<file path="src/rtl/core/ffsd_pkg.sv">
package ffsd_pkg;

  localparam int STAMP_BITS_DEF = 32;

  localparam int FREQ_W  = 14;
  localparam int TMO_W   = 24;
  localparam int SINCE_W = 24;
  localparam int ETH_W   = 7;
  localparam int TEMP_W  = 12;
  localparam int CFG_DW  = 32;
  localparam int CFG_AW  = 4;

  // Frequency = 1e6 / period; the quotient fits 20 bits.
  localparam int FREQ_NUM      = 1000000;
  localparam int FREQ_NUM_BITS = 20;
  // (freq - low) * 100 stays below 2^21.
  localparam int ETH_NUM_BITS  = 21;
  localparam int PCT           = 100;
  localparam int PCT_BITS      = 7;

  localparam int DUTY_LO    = 10;
  localparam int DUTY_HI    = 90;
  // 16500 / 800 reduces to 165 / 8
  localparam int TEMP_SLOPE = 165;
  localparam int TEMP_SHIFT = 3;
  localparam int TEMP_MIN   = -400;
  localparam int TEMP_MAX   = 1250;

  localparam logic [SINCE_W-1:0] SINCE_MAX = {SINCE_W{1'b1}};

  localparam logic [FREQ_W-1:0] FREQ_LO_RST = 14'd50;
  localparam logic [FREQ_W-1:0] FREQ_HI_RST = 14'd150;
  localparam logic [TMO_W-1:0]  TMO_RST     = 24'd500000;

  // register index (paddr[3:2])
  localparam logic [1:0] REG_FREQ_LO = 2'd0;
  localparam logic [1:0] REG_FREQ_HI = 2'd1;
  localparam logic [1:0] REG_TIMEOUT = 2'd2;

  // input command codes
  localparam logic CMD_TICK = 1'b0;
  localparam logic CMD_EDGE = 1'b1;

  typedef enum logic [1:0] {
    DIV_FREQ,
    DIV_ETH,
    DIV_DUTY
  } div_sel_t;

  typedef struct packed {
    logic [FREQ_W-1:0] freq_lo;
    logic [FREQ_W-1:0] freq_hi;
    logic [TMO_W-1:0]  timeout;
  } cfg_t;

  typedef struct packed {
    logic     upd;        // apply the accepted request to the timing state
    logic     div_start;
    div_sel_t div_sel;
    logic     cap_freq;
    logic     cap_eth;
    logic     eth_clamp;  // ethanol from clamps, no division
    logic     cap_temp;
    logic     temp_floor; // temperature at its lower clamp
    logic     out_load;
  } dp_cmd_t;

  typedef struct packed {
    logic div_done;
    logic period_zero;
    logic eth_mid;
    logic duty_skip;
  } dp_sts_t;

endpackage

</file>
<file path="src/rtl/core/ffsd_in_if.sv">
interface ffsd_in_if;
  logic valid;
  logic ready;
  logic command;
  logic level;

  modport source (output valid, output command, output level, input ready);
  modport sink   (input valid, input command, input level, output ready);
endinterface

</file>
<file path="src/rtl/core/ffsd_out_if.sv">
interface ffsd_out_if;
  logic                                valid;
  logic                                ready;
  logic [ffsd_pkg::ETH_W-1:0]          ethanol_pct;
  logic signed [ffsd_pkg::TEMP_W-1:0]  temp_x10;
  logic                                valid_res;

  modport source (output valid, output ethanol_pct, output temp_x10, output valid_res,
                  input ready);
  modport sink   (input valid, input ethanol_pct, input temp_x10, input valid_res,
                  output ready);
endinterface

</file>
<file path="src/rtl/core/ffsd_div.sv">
// Restoring divider, one quotient bit per cycle. The numerator comes in
// left-aligned so that after 'steps' steps the register holds the quotient.
module ffsd_div #(
  parameter int NUM_W = 39,
  parameter int DEN_W = 32,
  parameter int CNT_W = $clog2(NUM_W + 1)
) (
  input  logic             clk,
  input  logic             rst_n,
  input  logic             start,
  input  logic [NUM_W-1:0] num,
  input  logic [DEN_W-1:0] den,
  input  logic [CNT_W-1:0] steps,
  output logic             done,
  output logic [NUM_W-1:0] quo
);

  logic [DEN_W-1:0] rem_r, rem_nxt;
  logic [DEN_W-1:0] den_r;
  logic [NUM_W-1:0] nq_r, nq_nxt;
  logic [CNT_W-1:0] cnt_r, cnt_nxt;
  logic             busy_r, busy_nxt;
  logic             done_r, done_nxt;

  logic [DEN_W:0]   sh;
  logic             ge;

  always_comb begin
    sh  = {rem_r, nq_r[NUM_W-1]};
    ge  = (sh >= {1'b0, den_r});
    rem_nxt  = rem_r;
    nq_nxt   = nq_r;
    cnt_nxt  = cnt_r;
    busy_nxt = busy_r;
    done_nxt = 1'b0;
    if (start) begin
      rem_nxt  = '0;
      nq_nxt   = num;
      cnt_nxt  = steps;
      busy_nxt = 1'b1;
    end else if (busy_r) begin
      rem_nxt = ge ? DEN_W'(sh - {1'b0, den_r}) : sh[DEN_W-1:0];
      nq_nxt  = {nq_r[NUM_W-2:0], ge};
      cnt_nxt = cnt_r - 1'b1;
      if (cnt_r == CNT_W'(1)) begin
        busy_nxt = 1'b0;
        done_nxt = 1'b1;
      end
    end
  end

  always_ff @(posedge clk) begin
    if (!rst_n) begin
      busy_r <= 1'b0;
      done_r <= 1'b0;
      cnt_r  <= '0;
    end else begin
      busy_r <= busy_nxt;
      done_r <= done_nxt;
      cnt_r  <= cnt_nxt;
    end
  end

  always_ff @(posedge clk) begin
    rem_r <= rem_nxt;
    nq_r  <= nq_nxt;
    if (start) den_r <= den;
  end

  assign done = done_r;
  assign quo  = nq_r;

endmodule

</file>
<file path="src/rtl/core/ffsd_datapath.sv">
module ffsd_datapath #(
  parameter int STAMP_BITS = ffsd_pkg::STAMP_BITS_DEF
) (
  input  logic                                clk,
  input  logic                                rst_n,
  input  ffsd_pkg::cfg_t                      cfg,
  input  ffsd_pkg::dp_cmd_t                   cmd,
  input  logic                                in_command,
  input  logic                                in_level,
  output ffsd_pkg::dp_sts_t                   sts,
  output logic [ffsd_pkg::ETH_W-1:0]          eth_out,
  output logic signed [ffsd_pkg::TEMP_W-1:0]  temp_out,
  output logic                                vld_out
);

  localparam int NUM_W  = STAMP_BITS + ffsd_pkg::PCT_BITS;
  localparam int CNT_W  = $clog2(NUM_W + 1);
  localparam int FNB    = ffsd_pkg::FREQ_NUM_BITS;
  localparam int ENB    = ffsd_pkg::ETH_NUM_BITS;
  localparam int FW     = ffsd_pkg::FREQ_W;
  localparam int TW     = ffsd_pkg::TEMP_W;
  localparam int PROD_W = ffsd_pkg::PCT_BITS + 8;

  // timing state
  logic [STAMP_BITS-1:0]            now_r, now_nxt;
  logic [STAMP_BITS-1:0]            last_r, last_nxt;
  logic [STAMP_BITS-1:0]            period_r, period_nxt;
  logic [STAMP_BITS-1:0]            high_r, high_nxt;
  logic                             seen_r, seen_nxt;
  logic [ffsd_pkg::SINCE_W-1:0]     since_r, since_nxt;

  logic [FNB-1:0]                   freq_r;
  logic [ffsd_pkg::ETH_W-1:0]       eth_r;
  logic signed [TW-1:0]             temp_r;
  logic [ffsd_pkg::ETH_W-1:0]       eth_out_r;
  logic signed [TW-1:0]             temp_out_r;
  logic                             vld_out_r;

  logic [NUM_W-1:0]                 div_num, quo;
  logic [STAMP_BITS-1:0]            div_den;
  logic [CNT_W-1:0]                 div_steps;
  logic                             div_done;

  logic [FNB-1:0]                   flo_ext, fhi_ext, fdiff;
  logic [FW-1:0]                    span;
  logic [ENB-1:0]                   eth_num;
  logic                             f_le_lo, f_ge_hi;
  logic [ffsd_pkg::PCT_BITS-1:0]    dq;
  logic [PROD_W-1:0]                prod;
  logic signed [TW-1:0]             temp_calc;

  always_comb begin
    now_nxt    = now_r;
    last_nxt   = last_r;
    period_nxt = period_r;
    high_nxt   = high_r;
    seen_nxt   = seen_r;
    since_nxt  = since_r;
    if (cmd.upd) begin
      if (in_command == ffsd_pkg::CMD_TICK) begin
        now_nxt = now_r + 1'b1;
        if (since_r != ffsd_pkg::SINCE_MAX) since_nxt = since_r + 1'b1;
      end else begin
        if (in_level) begin
          if (seen_r && (last_r != '0)) period_nxt = now_r - last_r;
          last_nxt = now_r;
          seen_nxt = 1'b1;
        end else if (seen_r) begin
          high_nxt = now_r - last_r;
        end
        since_nxt = '0;
      end
    end
  end

  always_ff @(posedge clk) begin
    if (!rst_n) begin
      now_r    <= '0;
      last_r   <= '0;
      period_r <= '0;
      high_r   <= '0;
      seen_r   <= 1'b0;
      since_r  <= '0;
    end else begin
      now_r    <= now_nxt;
      last_r   <= last_nxt;
      period_r <= period_nxt;
      high_r   <= high_nxt;
      seen_r   <= seen_nxt;
      since_r  <= since_nxt;
    end
  end

  // ethanol mapping
  always_comb begin
    flo_ext = FNB'(cfg.freq_lo);
    fhi_ext = FNB'(cfg.freq_hi);
    f_le_lo = (freq_r <= flo_ext);
    f_ge_hi = (freq_r >= fhi_ext);
    fdiff   = freq_r - flo_ext;
    span    = cfg.freq_hi - cfg.freq_lo;
    // only used when low < freq < high, so the difference fits FREQ_W bits
    eth_num = ENB'(fdiff[FW-1:0]) * ENB'(ffsd_pkg::PCT);
  end

  // divider operand select
  always_comb begin
    div_num   = {FNB'(ffsd_pkg::FREQ_NUM), {(NUM_W-FNB){1'b0}}};
    div_den   = period_r;
    div_steps = CNT_W'(FNB);
    case (cmd.div_sel)
      ffsd_pkg::DIV_ETH: begin
        div_num   = {eth_num, {(NUM_W-ENB){1'b0}}};
        div_den   = STAMP_BITS'(span);
        div_steps = CNT_W'(ENB);
      end
      ffsd_pkg::DIV_DUTY: begin
        div_num   = NUM_W'(high_r) * NUM_W'(ffsd_pkg::PCT);
        div_den   = period_r;
        div_steps = CNT_W'(NUM_W);
      end
      default: ;
    endcase
  end

  ffsd_div #(
    .NUM_W (NUM_W),
    .DEN_W (STAMP_BITS),
    .CNT_W (CNT_W)
  ) u_div (
    .clk   (clk),
    .rst_n (rst_n),
    .start (cmd.div_start),
    .num   (div_num),
    .den   (div_den),
    .steps (div_steps),
    .done  (div_done),
    .quo   (quo)
  );

  // temperature from duty quotient
  always_comb begin
    dq   = quo[ffsd_pkg::PCT_BITS-1:0] - ffsd_pkg::PCT_BITS'(ffsd_pkg::DUTY_LO);
    prod = PROD_W'(dq) * PROD_W'(ffsd_pkg::TEMP_SLOPE);
    if (quo <= NUM_W'(ffsd_pkg::DUTY_LO))
      temp_calc = TW'(ffsd_pkg::TEMP_MIN);
    else if (quo >= NUM_W'(ffsd_pkg::DUTY_HI))
      temp_calc = TW'(ffsd_pkg::TEMP_MAX);
    else
      temp_calc = TW'(ffsd_pkg::TEMP_MIN) + TW'(prod >> ffsd_pkg::TEMP_SHIFT);
  end

  always_ff @(posedge clk) begin
    if (cmd.cap_freq) freq_r <= quo[FNB-1:0];
    if (cmd.cap_eth) eth_r <= quo[ffsd_pkg::ETH_W-1:0];
    else if (cmd.eth_clamp)
      eth_r <= ((period_r == '0) || f_le_lo) ? '0 : ffsd_pkg::ETH_W'(ffsd_pkg::PCT);
    if (cmd.cap_temp) temp_r <= temp_calc;
    else if (cmd.temp_floor) temp_r <= TW'(ffsd_pkg::TEMP_MIN);
    if (cmd.out_load) begin
      eth_out_r  <= eth_r;
      temp_out_r <= temp_r;
      vld_out_r  <= (since_r < cfg.timeout) && (period_r != '0);
    end
  end

  assign sts.div_done    = div_done;
  assign sts.period_zero = (period_r == '0);
  assign sts.eth_mid     = !f_le_lo && !f_ge_hi;
  assign sts.duty_skip   = (period_r == '0) || (high_r == '0);

  assign eth_out  = eth_out_r;
  assign temp_out = temp_out_r;
  assign vld_out  = vld_out_r;

endmodule

</file>
<file path="src/rtl/core/ffsd_ctrl.sv">
module ffsd_ctrl (
  input  logic               clk,
  input  logic               rst_n,
  input  logic               in_valid,
  output logic               in_ready,
  output logic               out_valid,
  input  logic               out_ready,
  input  ffsd_pkg::dp_sts_t  sts,
  output ffsd_pkg::dp_cmd_t  cmd
);

  typedef enum logic [7:0] {
    S_IDLE     = 8'b0000_0001,
    S_FREQ     = 8'b0000_0010,
    S_FREQ_RUN = 8'b0000_0100,
    S_ETH      = 8'b0000_1000,
    S_ETH_RUN  = 8'b0001_0000,
    S_DUTY     = 8'b0010_0000,
    S_DUTY_RUN = 8'b0100_0000,
    S_DONE     = 8'b1000_0000
  } state_t;

  state_t state_r, state_nxt;
  logic   ovld_r, ovld_nxt;
  logic   out_free;

  assign out_free = !ovld_r || out_ready;

  always_comb begin
    state_nxt = state_r;
    cmd       = '0;
    cmd.div_sel = ffsd_pkg::DIV_FREQ;
    unique case (state_r)
      S_IDLE: begin
        if (in_valid) begin
          cmd.upd   = 1'b1;
          state_nxt = S_FREQ;
        end
      end
      S_FREQ: begin
        if (sts.period_zero) begin
          cmd.eth_clamp = 1'b1;
          state_nxt     = S_DUTY;
        end else begin
          cmd.div_start = 1'b1;
          state_nxt     = S_FREQ_RUN;
        end
      end
      S_FREQ_RUN: begin
        if (sts.div_done) begin
          cmd.cap_freq = 1'b1;
          state_nxt    = S_ETH;
        end
      end
      S_ETH: begin
        cmd.div_sel = ffsd_pkg::DIV_ETH;
        if (sts.eth_mid) begin
          cmd.div_start = 1'b1;
          state_nxt     = S_ETH_RUN;
        end else begin
          cmd.eth_clamp = 1'b1;
          state_nxt     = S_DUTY;
        end
      end
      S_ETH_RUN: begin
        if (sts.div_done) begin
          cmd.cap_eth = 1'b1;
          state_nxt   = S_DUTY;
        end
      end
      S_DUTY: begin
        cmd.div_sel = ffsd_pkg::DIV_DUTY;
        if (sts.duty_skip) begin
          cmd.temp_floor = 1'b1;
          state_nxt      = S_DONE;
        end else begin
          cmd.div_start = 1'b1;
          state_nxt     = S_DUTY_RUN;
        end
      end
      S_DUTY_RUN: begin
        if (sts.div_done) begin
          cmd.cap_temp = 1'b1;
          state_nxt    = S_DONE;
        end
      end
      S_DONE: begin
        if (out_free) begin
          cmd.out_load = 1'b1;
          state_nxt    = S_IDLE;
        end
      end
      default: state_nxt = S_IDLE;
    endcase
  end

  always_comb begin
    ovld_nxt = ovld_r;
    if (cmd.out_load) ovld_nxt = 1'b1;
    else if (out_ready) ovld_nxt = 1'b0;
  end

  always_ff @(posedge clk) begin
    if (!rst_n) begin
      state_r <= S_IDLE;
      ovld_r  <= 1'b0;
    end else begin
      state_r <= state_nxt;
      ovld_r  <= ovld_nxt;
    end
  end

  assign in_ready  = (state_r == S_IDLE);
  assign out_valid = ovld_r;

endmodule

</file>
<file path="src/rtl/core/flex_fuel_sensor_decoder.sv">
// Flex-fuel sensor decoder. Each input request is a 1 us tick (command 0) or
// a pin edge (command 1, level = new pin level); each request yields exactly
// one result: ethanol percent, fuel temperature in 0.1 C and a valid flag.
// One request is in work at a time. The timing state is updated first,
// then come up to three passes of a shared one-bit-per-cycle restoring
// divider: 1e6/period (20 steps), the ethanol scale (21 steps, skipped when
// the frequency clamps) and the duty (STAMP_BITS+7 steps, skipped when period
// or high time is zero); a zero period skips the first two. A finished
// result sits in an output register, so the next request is taken while it
// waits. Config registers at byte 0x0 (freq_low_hz), 0x4 (freq_high_hz), 0x8
// (timeout_us); write them only idle.
module flex_fuel_sensor_decoder #(
  parameter int STAMP_BITS = ffsd_pkg::STAMP_BITS_DEF
) (
  input  logic                           clk,
  input  logic                           rst_n,
  ffsd_in_if.sink                        in_ch,
  ffsd_out_if.source                     out_ch,
  input  logic                           cfg_psel,
  input  logic                           cfg_penable,
  input  logic                           cfg_pwrite,
  input  logic [ffsd_pkg::CFG_AW-1:0]    cfg_paddr,
  input  logic [ffsd_pkg::CFG_DW-1:0]    cfg_pwdata,
  output logic [ffsd_pkg::CFG_DW-1:0]    cfg_prdata,
  output logic                           cfg_pready
);

  ffsd_pkg::cfg_t    cfg_r, cfg_nxt;
  ffsd_pkg::dp_cmd_t cmd;
  ffsd_pkg::dp_sts_t sts;
  logic              cfg_wr;
  logic [1:0]        cfg_idx;

  // config port: no wait states
  assign cfg_pready = 1'b1;
  assign cfg_wr     = cfg_psel && cfg_penable && cfg_pwrite;
  assign cfg_idx    = cfg_paddr[3:2];

  always_comb begin
    cfg_nxt = cfg_r;
    if (cfg_wr) begin
      unique case (cfg_idx)
        ffsd_pkg::REG_FREQ_LO: cfg_nxt.freq_lo = cfg_pwdata[ffsd_pkg::FREQ_W-1:0];
        ffsd_pkg::REG_FREQ_HI: cfg_nxt.freq_hi = cfg_pwdata[ffsd_pkg::FREQ_W-1:0];
        ffsd_pkg::REG_TIMEOUT: cfg_nxt.timeout = cfg_pwdata[ffsd_pkg::TMO_W-1:0];
        default: ;  // unmapped address, write dropped
      endcase
    end
  end

  always_comb begin
    unique case (cfg_idx)
      ffsd_pkg::REG_FREQ_LO: cfg_prdata = ffsd_pkg::CFG_DW'(cfg_r.freq_lo);
      ffsd_pkg::REG_FREQ_HI: cfg_prdata = ffsd_pkg::CFG_DW'(cfg_r.freq_hi);
      ffsd_pkg::REG_TIMEOUT: cfg_prdata = ffsd_pkg::CFG_DW'(cfg_r.timeout);
      default:               cfg_prdata = '0;
    endcase
  end

  always_ff @(posedge clk) begin
    if (!rst_n) begin
      cfg_r.freq_lo <= ffsd_pkg::FREQ_LO_RST;
      cfg_r.freq_hi <= ffsd_pkg::FREQ_HI_RST;
      cfg_r.timeout <= ffsd_pkg::TMO_RST;
    end else begin
      cfg_r <= cfg_nxt;
    end
  end

  // sequencer: owns the handshakes and the output-valid flag
  ffsd_ctrl u_ctrl (
    .clk       (clk),
    .rst_n     (rst_n),
    .in_valid  (in_ch.valid),
    .in_ready  (in_ch.ready),
    .out_valid (out_ch.valid),
    .out_ready (out_ch.ready),
    .sts       (sts),
    .cmd       (cmd)
  );

  // timing state, shared divider and result registers
  ffsd_datapath #(
    .STAMP_BITS (STAMP_BITS)
  ) u_dp (
    .clk        (clk),
    .rst_n      (rst_n),
    .cfg        (cfg_r),
    .cmd        (cmd),
    .in_command (in_ch.command),
    .in_level   (in_ch.level),
    .sts        (sts),
    .eth_out    (out_ch.ethanol_pct),
    .temp_out   (out_ch.temp_x10),
    .vld_out    (out_ch.valid_res)
  );

endmodule
</file>
<file path="src/flat_wrapper.sv">
// flat-port wrapper written by rule: the top's interface ports become plain ports
module flex_fuel_sensor_decoder_flat 
#(
  parameter int STAMP_BITS = ffsd_pkg::STAMP_BITS_DEF
)
  (clk, rst_n, cfg_psel, cfg_penable, cfg_pwrite, cfg_paddr, cfg_pwdata, cfg_prdata, cfg_pready, in_ch_valid, in_ch_command, in_ch_level, in_ch_ready, out_ch_valid, out_ch_ethanol_pct, out_ch_temp_x10, out_ch_valid_res, out_ch_ready);
  ffsd_in_if in_ch_i ();
  ffsd_out_if out_ch_i ();
  input  logic clk;
  input  logic rst_n;
  input  logic cfg_psel;
  input  logic cfg_penable;
  input  logic cfg_pwrite;
  input  logic [ffsd_pkg::CFG_AW-1:0] cfg_paddr;
  input  logic [ffsd_pkg::CFG_DW-1:0] cfg_pwdata;
  output logic [ffsd_pkg::CFG_DW-1:0] cfg_prdata;
  output logic cfg_pready;
  input wire logic [$bits(in_ch_i.valid)-1:0] in_ch_valid;
  input wire logic [$bits(in_ch_i.command)-1:0] in_ch_command;
  input wire logic [$bits(in_ch_i.level)-1:0] in_ch_level;
  output wire logic [$bits(in_ch_i.ready)-1:0] in_ch_ready;
  output wire logic [$bits(out_ch_i.valid)-1:0] out_ch_valid;
  output wire logic [$bits(out_ch_i.ethanol_pct)-1:0] out_ch_ethanol_pct;
  output wire logic [$bits(out_ch_i.temp_x10)-1:0] out_ch_temp_x10;
  output wire logic [$bits(out_ch_i.valid_res)-1:0] out_ch_valid_res;
  input wire logic [$bits(out_ch_i.ready)-1:0] out_ch_ready;
  assign in_ch_i.valid = in_ch_valid;
  assign in_ch_i.command = in_ch_command;
  assign in_ch_i.level = in_ch_level;
  assign in_ch_ready = in_ch_i.ready;
  assign out_ch_valid = out_ch_i.valid;
  assign out_ch_ethanol_pct = out_ch_i.ethanol_pct;
  assign out_ch_temp_x10 = out_ch_i.temp_x10;
  assign out_ch_valid_res = out_ch_i.valid_res;
  assign out_ch_i.ready = out_ch_ready;
  flex_fuel_sensor_decoder #(.STAMP_BITS(STAMP_BITS)) u_core (.clk(clk), .rst_n(rst_n), .in_ch(in_ch_i), .out_ch(out_ch_i), .cfg_psel(cfg_psel), .cfg_penable(cfg_penable), .cfg_pwrite(cfg_pwrite), .cfg_paddr(cfg_paddr), .cfg_pwdata(cfg_pwdata), .cfg_prdata(cfg_prdata), .cfg_pready(cfg_pready));
endmodule
</file>
<file path="config.mk">
export PLATFORM = sky130hd
export DESIGN_NAME = flex_fuel_sensor_decoder_flat
export DESIGN_NICKNAME = d
export VERILOG_FILES = /design/src/rtl/core/ffsd_pkg.sv /design/src/rtl/core/ffsd_in_if.sv /design/src/rtl/core/ffsd_out_if.sv /design/src/rtl/core/ffsd_div.sv /design/src/rtl/core/ffsd_datapath.sv /design/src/rtl/core/ffsd_ctrl.sv /design/src/rtl/core/flex_fuel_sensor_decoder.sv /design/src/flat_wrapper.sv
export SDC_FILE = /design/constraint.sdc
export NUM_CORES = 1
export LEC_CHECK = 0
export BUFFER_PORTS_ARGS = -buffer_cell sky130_fd_sc_hd__buf_2
export CELL_PAD_IN_SITES_DETAIL_PLACEMENT = 1
export CELL_PAD_IN_SITES_GLOBAL_PLACEMENT = 1
export CORE_MARGIN = 3
export CORE_UTILIZATION = 28
export DETAILED_ROUTE_END_ITERATION = 12
export PLACE_DENSITY_LB_ADDON = 0.1
export RECOVER_POWER = 50
export SKIP_CTS_REPAIR_TIMING = 1
export SYNTH_ARGS = -nofsm -noshare
export SYNTH_HDL_FRONTEND = slang
export SYNTH_SLANG_ARGS = --single-unit
</file>
<file path="constraint.sdc">
create_clock -name clk -period 8.9 [get_ports clk]
set_clock_uncertainty 0.2 [all_clocks]
set_input_delay 2.225 -clock clk [delete_from_list [all_inputs] [get_ports clk]]
set_output_delay 2.225 -clock clk [all_outputs]
set_load 0.05 [all_outputs]
</file>
* Word level (Yosys, flattened, before mapping) *
Index checks and enable logic that the tools add are counted.
W data, S select, Z words.

cells by class
  $add $sub $neg = 9
  mux-type cells = 51
  equality and inequality tests = 19
  order comparisons = 6
  $mul = 3
  bitwise operators = 4
  reductions and logical operators = 31

operator list
  kind                     number
  $mux W39                 2
  $pmux W39 S2             1
  $pmux W24 S3             1
  $logic_not A32 Y1        2
  $pmux W8 S8              1
  $reduce_bool A32 Y1      2
  $sub A32 B32 Y32         2
  $mux W12                 4
  $mux W24                 2
  $mux W8                  6
  $ge A39 B7 Y1 const B    1
  $le A39 B4 Y1 const B    1
  $mul A32 B5 Y37 const B  1
  $ge A33 B32 Y1           1
  $add A32 B1 Y32 const B  1
  $mux W32                 1
  $sub A14 B14 Y14         2
  $add A24 B1 Y24 const B  1
  $lt A24 B24 Y1           1
  $mux W6                  4
  $ne A24 B24 Y1 const B   1
  $mux W1                  21
  $mux W7                  3
  $ge A20 B14 Y1           1
  other kinds (34)         60

storage, ports and cells
  bits of input ports = 45
  flip-flop bits (word level) = 384
  logic and storage cells = 147
  output and inout bits = 55

* Longest topological paths before layout *
  depth after elaboration = 7
  mapped depth = 27
  mapped depth without buffers = 27

* Hierarchy *
Synthesis repeated with hierarchy kept, for this count alone.

unflattened totals
  cell total of the unflattened synthesis = 3,222
  area, all modules = 28,036.9 µm²

by module, submodules not included
  module                    cells each  area an instance (µm²)  sequential area each (µm²)  times used
  ffsd_datapath             2,216       18,357.6                4,834.6                     1
  ffsd_div                  645         6,537.5                 2,932.8                     1
  flex_fuel_sensor_decoder  280         2,493.6                 1,041.0                     1
  ffsd_ctrl                 81          648.1                   180.2                       1

* Least setup slack after synthesis *
No wires, ideal clock.

  path kind = input-to-output
  start = input port cfg_paddr[2] (netlist bit)
  end = output port cfg_prdata[10] (netlist bit)
  data required time = 6,475 ps
  arrival time = 4,265 ps
  slack = 2,210 ps
  stages = 4
  buffers on the path = 2
  path through = clkbuf_1 -> buf_1 -> mux2i_1 -> o21ai_0

between the ends
  word-level cells in the longest chain between the ends = 2
  elaborated cells between the ends (all ways) = 4
  those cells by class = eq/ne (2); mux (1); reduce/logical (1)

RTL lines
  what                                        line                            RTL
  start, declared                             flat_wrapper.sv:14              input logic [ffsd_pkg::CFG_AW-1:0] cfg_paddr;
  $eq A2 B2 Y1, or another cell as far along  flex_fuel_sensor_decoder.sv:52  unique case (cfg_idx)
  $pmux W24 S3 *                              flex_fuel_sensor_decoder.sv:52
  end, declared                               flat_wrapper.sv:16              output logic [ffsd_pkg::CFG_DW-1:0] cfg_prdata;

Every way passes the cells marked *; elsewhere a longest branch is shown, timed or not.

* Worst setup path in the final report *
  start = register u_core.u_dp.freq_r[0]
  end = register u_core.u_dp.u_div.nq_r[8], in the netlist u_core.u_dp.u_div.quo[8] (data pin)

between the ends
  word-level cells in the longest chain between the ends = 6
  elaborated cells between the ends (all ways) = 8
  those cells by class = order compare (2); mux (3); reduce/logical (3)

RTL lines
  what                                                     line                                      RTL
  start, declared                                          ffsd_datapath.sv:32                       logic [FNB-1:0] freq_r;
  start signal, assigned                                   ffsd_datapath.sv:154                      if (cmd.cap_freq) freq_r <= quo[FNB-1:0];
  $le A20 B14 Y1 / $ge A20 B14 Y1 (equally long branches)  ffsd_datapath.sv:98, ffsd_datapath.sv:99
  $logic_not A1 Y1                                         ffsd_datapath.sv:169                      assign sts.eth_mid = !f_le_lo && !f_ge_hi;
  $logic_and A1 B1 Y1 *                                    ffsd_datapath.sv:169
  $mux W1 *                                                ffsd_ctrl.sv:57                           if (sts.eth_mid) begin
  $pmux W1 S3 *                                            ffsd_ctrl.sv:33                           unique case (state_r)
  $mux W39 *                                               ffsd_div.sv:36                            if (start) begin
  named net u_core.u_dp.u_div.nq_nxt[8]                    ffsd_div.sv:20                            logic [NUM_W-1:0] nq_r, nq_nxt;
  end signal, assigned                                     ffsd_div.sv:66                            nq_r <= nq_nxt;
  end, declared                                            ffsd_div.sv:20

The timed path passes the listed nets; every way through them passes the cells marked *.
A chain may end at the register's enable or synchronous reset.

==> run_results.csv <==
group,metric,value,unit
run_status,outcome,"finished with violations",
run_status,violations,"capacitance limit, slew limit",
yosys,synth-main-ff-cell,"dfxtp_1",
routing,avgViaCountPerCell,4.86,
timing,tns,0,ns
clocking,clk_pin_slew,0.06,ns
floorplan,initial_utilization,0.283,
timing,worst_pin_slew,2.95,ns
yosys,yosys.area_share.simple,0.174,
yosys,synthMuxAreaShare,0.0154,
global_route,grt_pass1_wl,135000,um
timing,finalMaxSlewViolations,249,
floorplan,die_w,316,um
timing,fmax,139,MHz
global_route,overflow,0,
setup_path,critPathBufInv,3,
yosys,post_synth_instance_area,0.0269,sq mm
timing,holdWs,0.216,ns
place,dpl.hpwl,67600,um
yosys,synth.avg_cell_area,8.50,sq um
clocking,cts_tree,"built",
yosys,synth_edf_count,130,
routing,drtPass1Iterations,4,
floorplan,die_area,0.0998,sq mm
final_layout,final_cell_mix,"407 x nand2_1, 366 x inv_1, 332 x ha_1",
final_layout,nNetsFinal,3636,
routing,vias,22000,
routing,met2_wirelength,39300,um
setup_path,arrival,7.48,ns
worst_hold_path,holdPathStages,0,
final_layout,final_util,0.318,
yosys,synthAdderAreaFrac,0.186,
clocking,clock-root-buffer,"clkbuf_16",
routing,dr_wl_met3,2100,um
timing,report.final.hold_viol_count,0,
place,portBuffers,80,
floorplan,fp.dieH,316,um
routing,drtIter0Drc,913,
yosys,synth_cells,3163,
yosys,synth_top_family_by_area,"adder cells",
timing,rsz0062_at_grt,"false",
setup_path,critPathMaxFanout,52,
yosys,synth-compound-area-share,0.162,
global_route,antenna_found_initial,2,
routing,ant_nets,0,
yosys,async_reset_ff_frac,0,
final_layout,n_antenna_cell,0,
final_layout,final_common_cell,"nand2_1",
worst_hold_path,min_path_type,"reg2reg",
power,total_power,4.56,mW
final_layout,drive_gt1_frac,0.0574,
timing,slew-limit-headroom,-0.969,
run,drv_cap,5,
clocking,cts.path.max_buffers,3,
timing,period_needed,7.19,ns
yosys,ys_seq_area_frac,0.334,
setup_path,start_kind,"flip-flop",
clocking,clock_latency,0.64,ns
setup_path,reg2regPathDepth,14,
yosys,synth.distinct_cells,94,
clocking,cts_buffers,53,
final_layout,area_growth,12.5,%
setup_path,cpLargestDelayFamily,"buffers and inverters",
global_route,grt_usage,0.172,
routing,wl_met1,42100,um
place,gp_congestion,0.825,
timing,setup_violations,0,
routing,drc,0,
yosys,yosysWarnings,0,
yosys,synth-seq-cells,384,
setup_path,path_class,"reg2reg",
floorplan,row_count,113,
global_route,grt_start_max_net_pins,77,
routing,drt-total-wl,85700,um
timing,period_share,0.808,
power,power.density,151,mW/mm^2
power,ir_worst_vdd,130,uV
setup_path,cp_slowest_stage_delay,2.09,ns
global_route,grt_pass1_vias,23100,
clocking,cts.sinks,384,
setup_path,endpoint_kind,"flip-flop",
setup_path,cp.required,9.19,ns
setup_path,path_cells,"inv_1 -> ha_1 -> fa_1 -> nand2b_1 -> a21oi_1 -> a21oi_1 -> a211oi_1 -> o211ai_1 -> a22o_2 -> inv_1 -> clkbuf_1 -> nand2b_1 -> nor2_1 -> a32o_1",
power,leakagePower,12.8,nW
routing,dr.max_layer_used,"met5",
yosys,synth_xor_area_frac,0.0582,
routing,wl_per_cell,18.9,um
setup_path,crit_cells,14,
floorplan,ios,100,
clocking,htreeDepth,2,
setup_path,cpMaxStageDelayCell,"clkbuf_1",
floorplan,core,0.0952,sq mm
==> cell families after synthesis <==
group                      count (synthesis)
DFF                                      384
muxes                                     40
and+or+nand+nor                          991
buffers and inverters                    473
AOI/OAI and AO/OA                        721
other                                      2
xor gates and xnor gates                 177
adders and majority gates                375
==> through the flow <==
step / std cells / worst slack, ns / instance area [sq um]
6_report: 4523 / 1.71 / 30300
5_1_grt: 4523 / 1.03 / 30300
4_1_cts: 4523 / 2.53 / 30300
3_5_place_dp: 4426 / 2.55 / 28600
3_3_place_gp: 4426 / 2.60 / 28600
2_1_floorplan: 3170 / 2.21 / 26900
==> path summary, 6_finish.rpt <==
path                         endpoint             startpoint  slack [ns]
max          u_core.u_dp.u_div.quo[8]  u_core.u_dp.freq_r[0]        1.71
min            u_core.u_dp.eth_out[3]   u_core.u_dp.eth_r[3]        0.22
max reg2reg  u_core.u_dp.u_div.quo[8]  u_core.u_dp.freq_r[0]        1.71
min reg2reg    u_core.u_dp.eth_out[3]   u_core.u_dp.eth_r[3]        0.22
==> cell type report <==
cell class                 instances  area, sq um
inverter                         367         1380
multi-input combinational       2313        16100
timing repair buffer              97          482
clock buffer                      77         1510
fill                           11200        64900
clock inverter                    20          238
sequential                       384         8990
tap                             1265         1580
==> sequential cells by signal (all words and copies together), names as in the netlist <==
signal	flops
u_core.u_dp.last_r	32
u_core.u_dp.u_div.quo	39
u_core.u_dp.eth_r	7
u_core.u_dp.u_div.done	1
u_core.u_dp.u_div.busy_r	1
u_core.u_ctrl.out_valid	1
u_core.u_dp.since_r	24
u_core.u_dp.vld_out	1
u_core.u_dp.now_r	32
u_core.u_dp.u_div.den_r	32
u_core.u_dp.u_div.rem_r	32
u_core.u_dp.temp_r	12
u_core.u_dp.u_div.cnt_r	6
u_core.cfg_r	52
u_core.u_dp.high_r	32
u_core.u_dp.period_r	32
u_core.u_dp.temp_out	12
u_core.u_dp.freq_r	20
u_core.u_dp.seen_r	1
u_core.u_dp.eth_out	7
u_core.u_ctrl.state_r	8
==> power breakdown <==
part	switching [mW]	internal (mW)
sequential	0.0282	1.83
combinational	0.330	0.197
clock	0.857	1.31
==> cell usage after synthesis, types with 12 or more instances <==
library cell / instances / area, sq um
a211oi_1: 17 / 128
nor4_1: 34 / 213
xor2_1: 63 / 552
clkbuf_1: 77 / 289
nor2b_1: 34 / 213
a21o_1: 57 / 428
and3_1: 27 / 169
o31ai_1: 12 / 90.1
or3_1: 21 / 131
and2_1: 29 / 181
o21ai_0: 160 / 801
nand2b_1: 38 / 238
nand2_1: 407 / 1530
a31oi_1: 14 / 87.6
mux2i_1: 28 / 280
dfxtp_1: 254 / 5080
o21bai_1: 18 / 135
a21oi_1: 299 / 1500
edfxtp_1: 130 / 3900
fa_1: 43 / 861
nor2_1: 210 / 788
nor3_1: 30 / 150
nand4_1: 33 / 206
mux2_2: 12 / 135
or2_2: 12 / 75.1
nand3_1: 66 / 330
ha_1: 332 / 4150
inv_1: 365 / 1370
xnor2_1: 113 / 990
o21a_1: 15 / 113
a22oi_1: 14 / 105
o211ai_1: 36 / 270
==> routing by layer <==
layer | track usage | vias up
met5 | 0 | -
met4 | 0.0517 | 2
met3 | 0.0218 | 94
met2 | 0.285 | 179
met1 | 0.234 | 10700
li1 | - | 11000
Power figures use the tool's default switching activity.
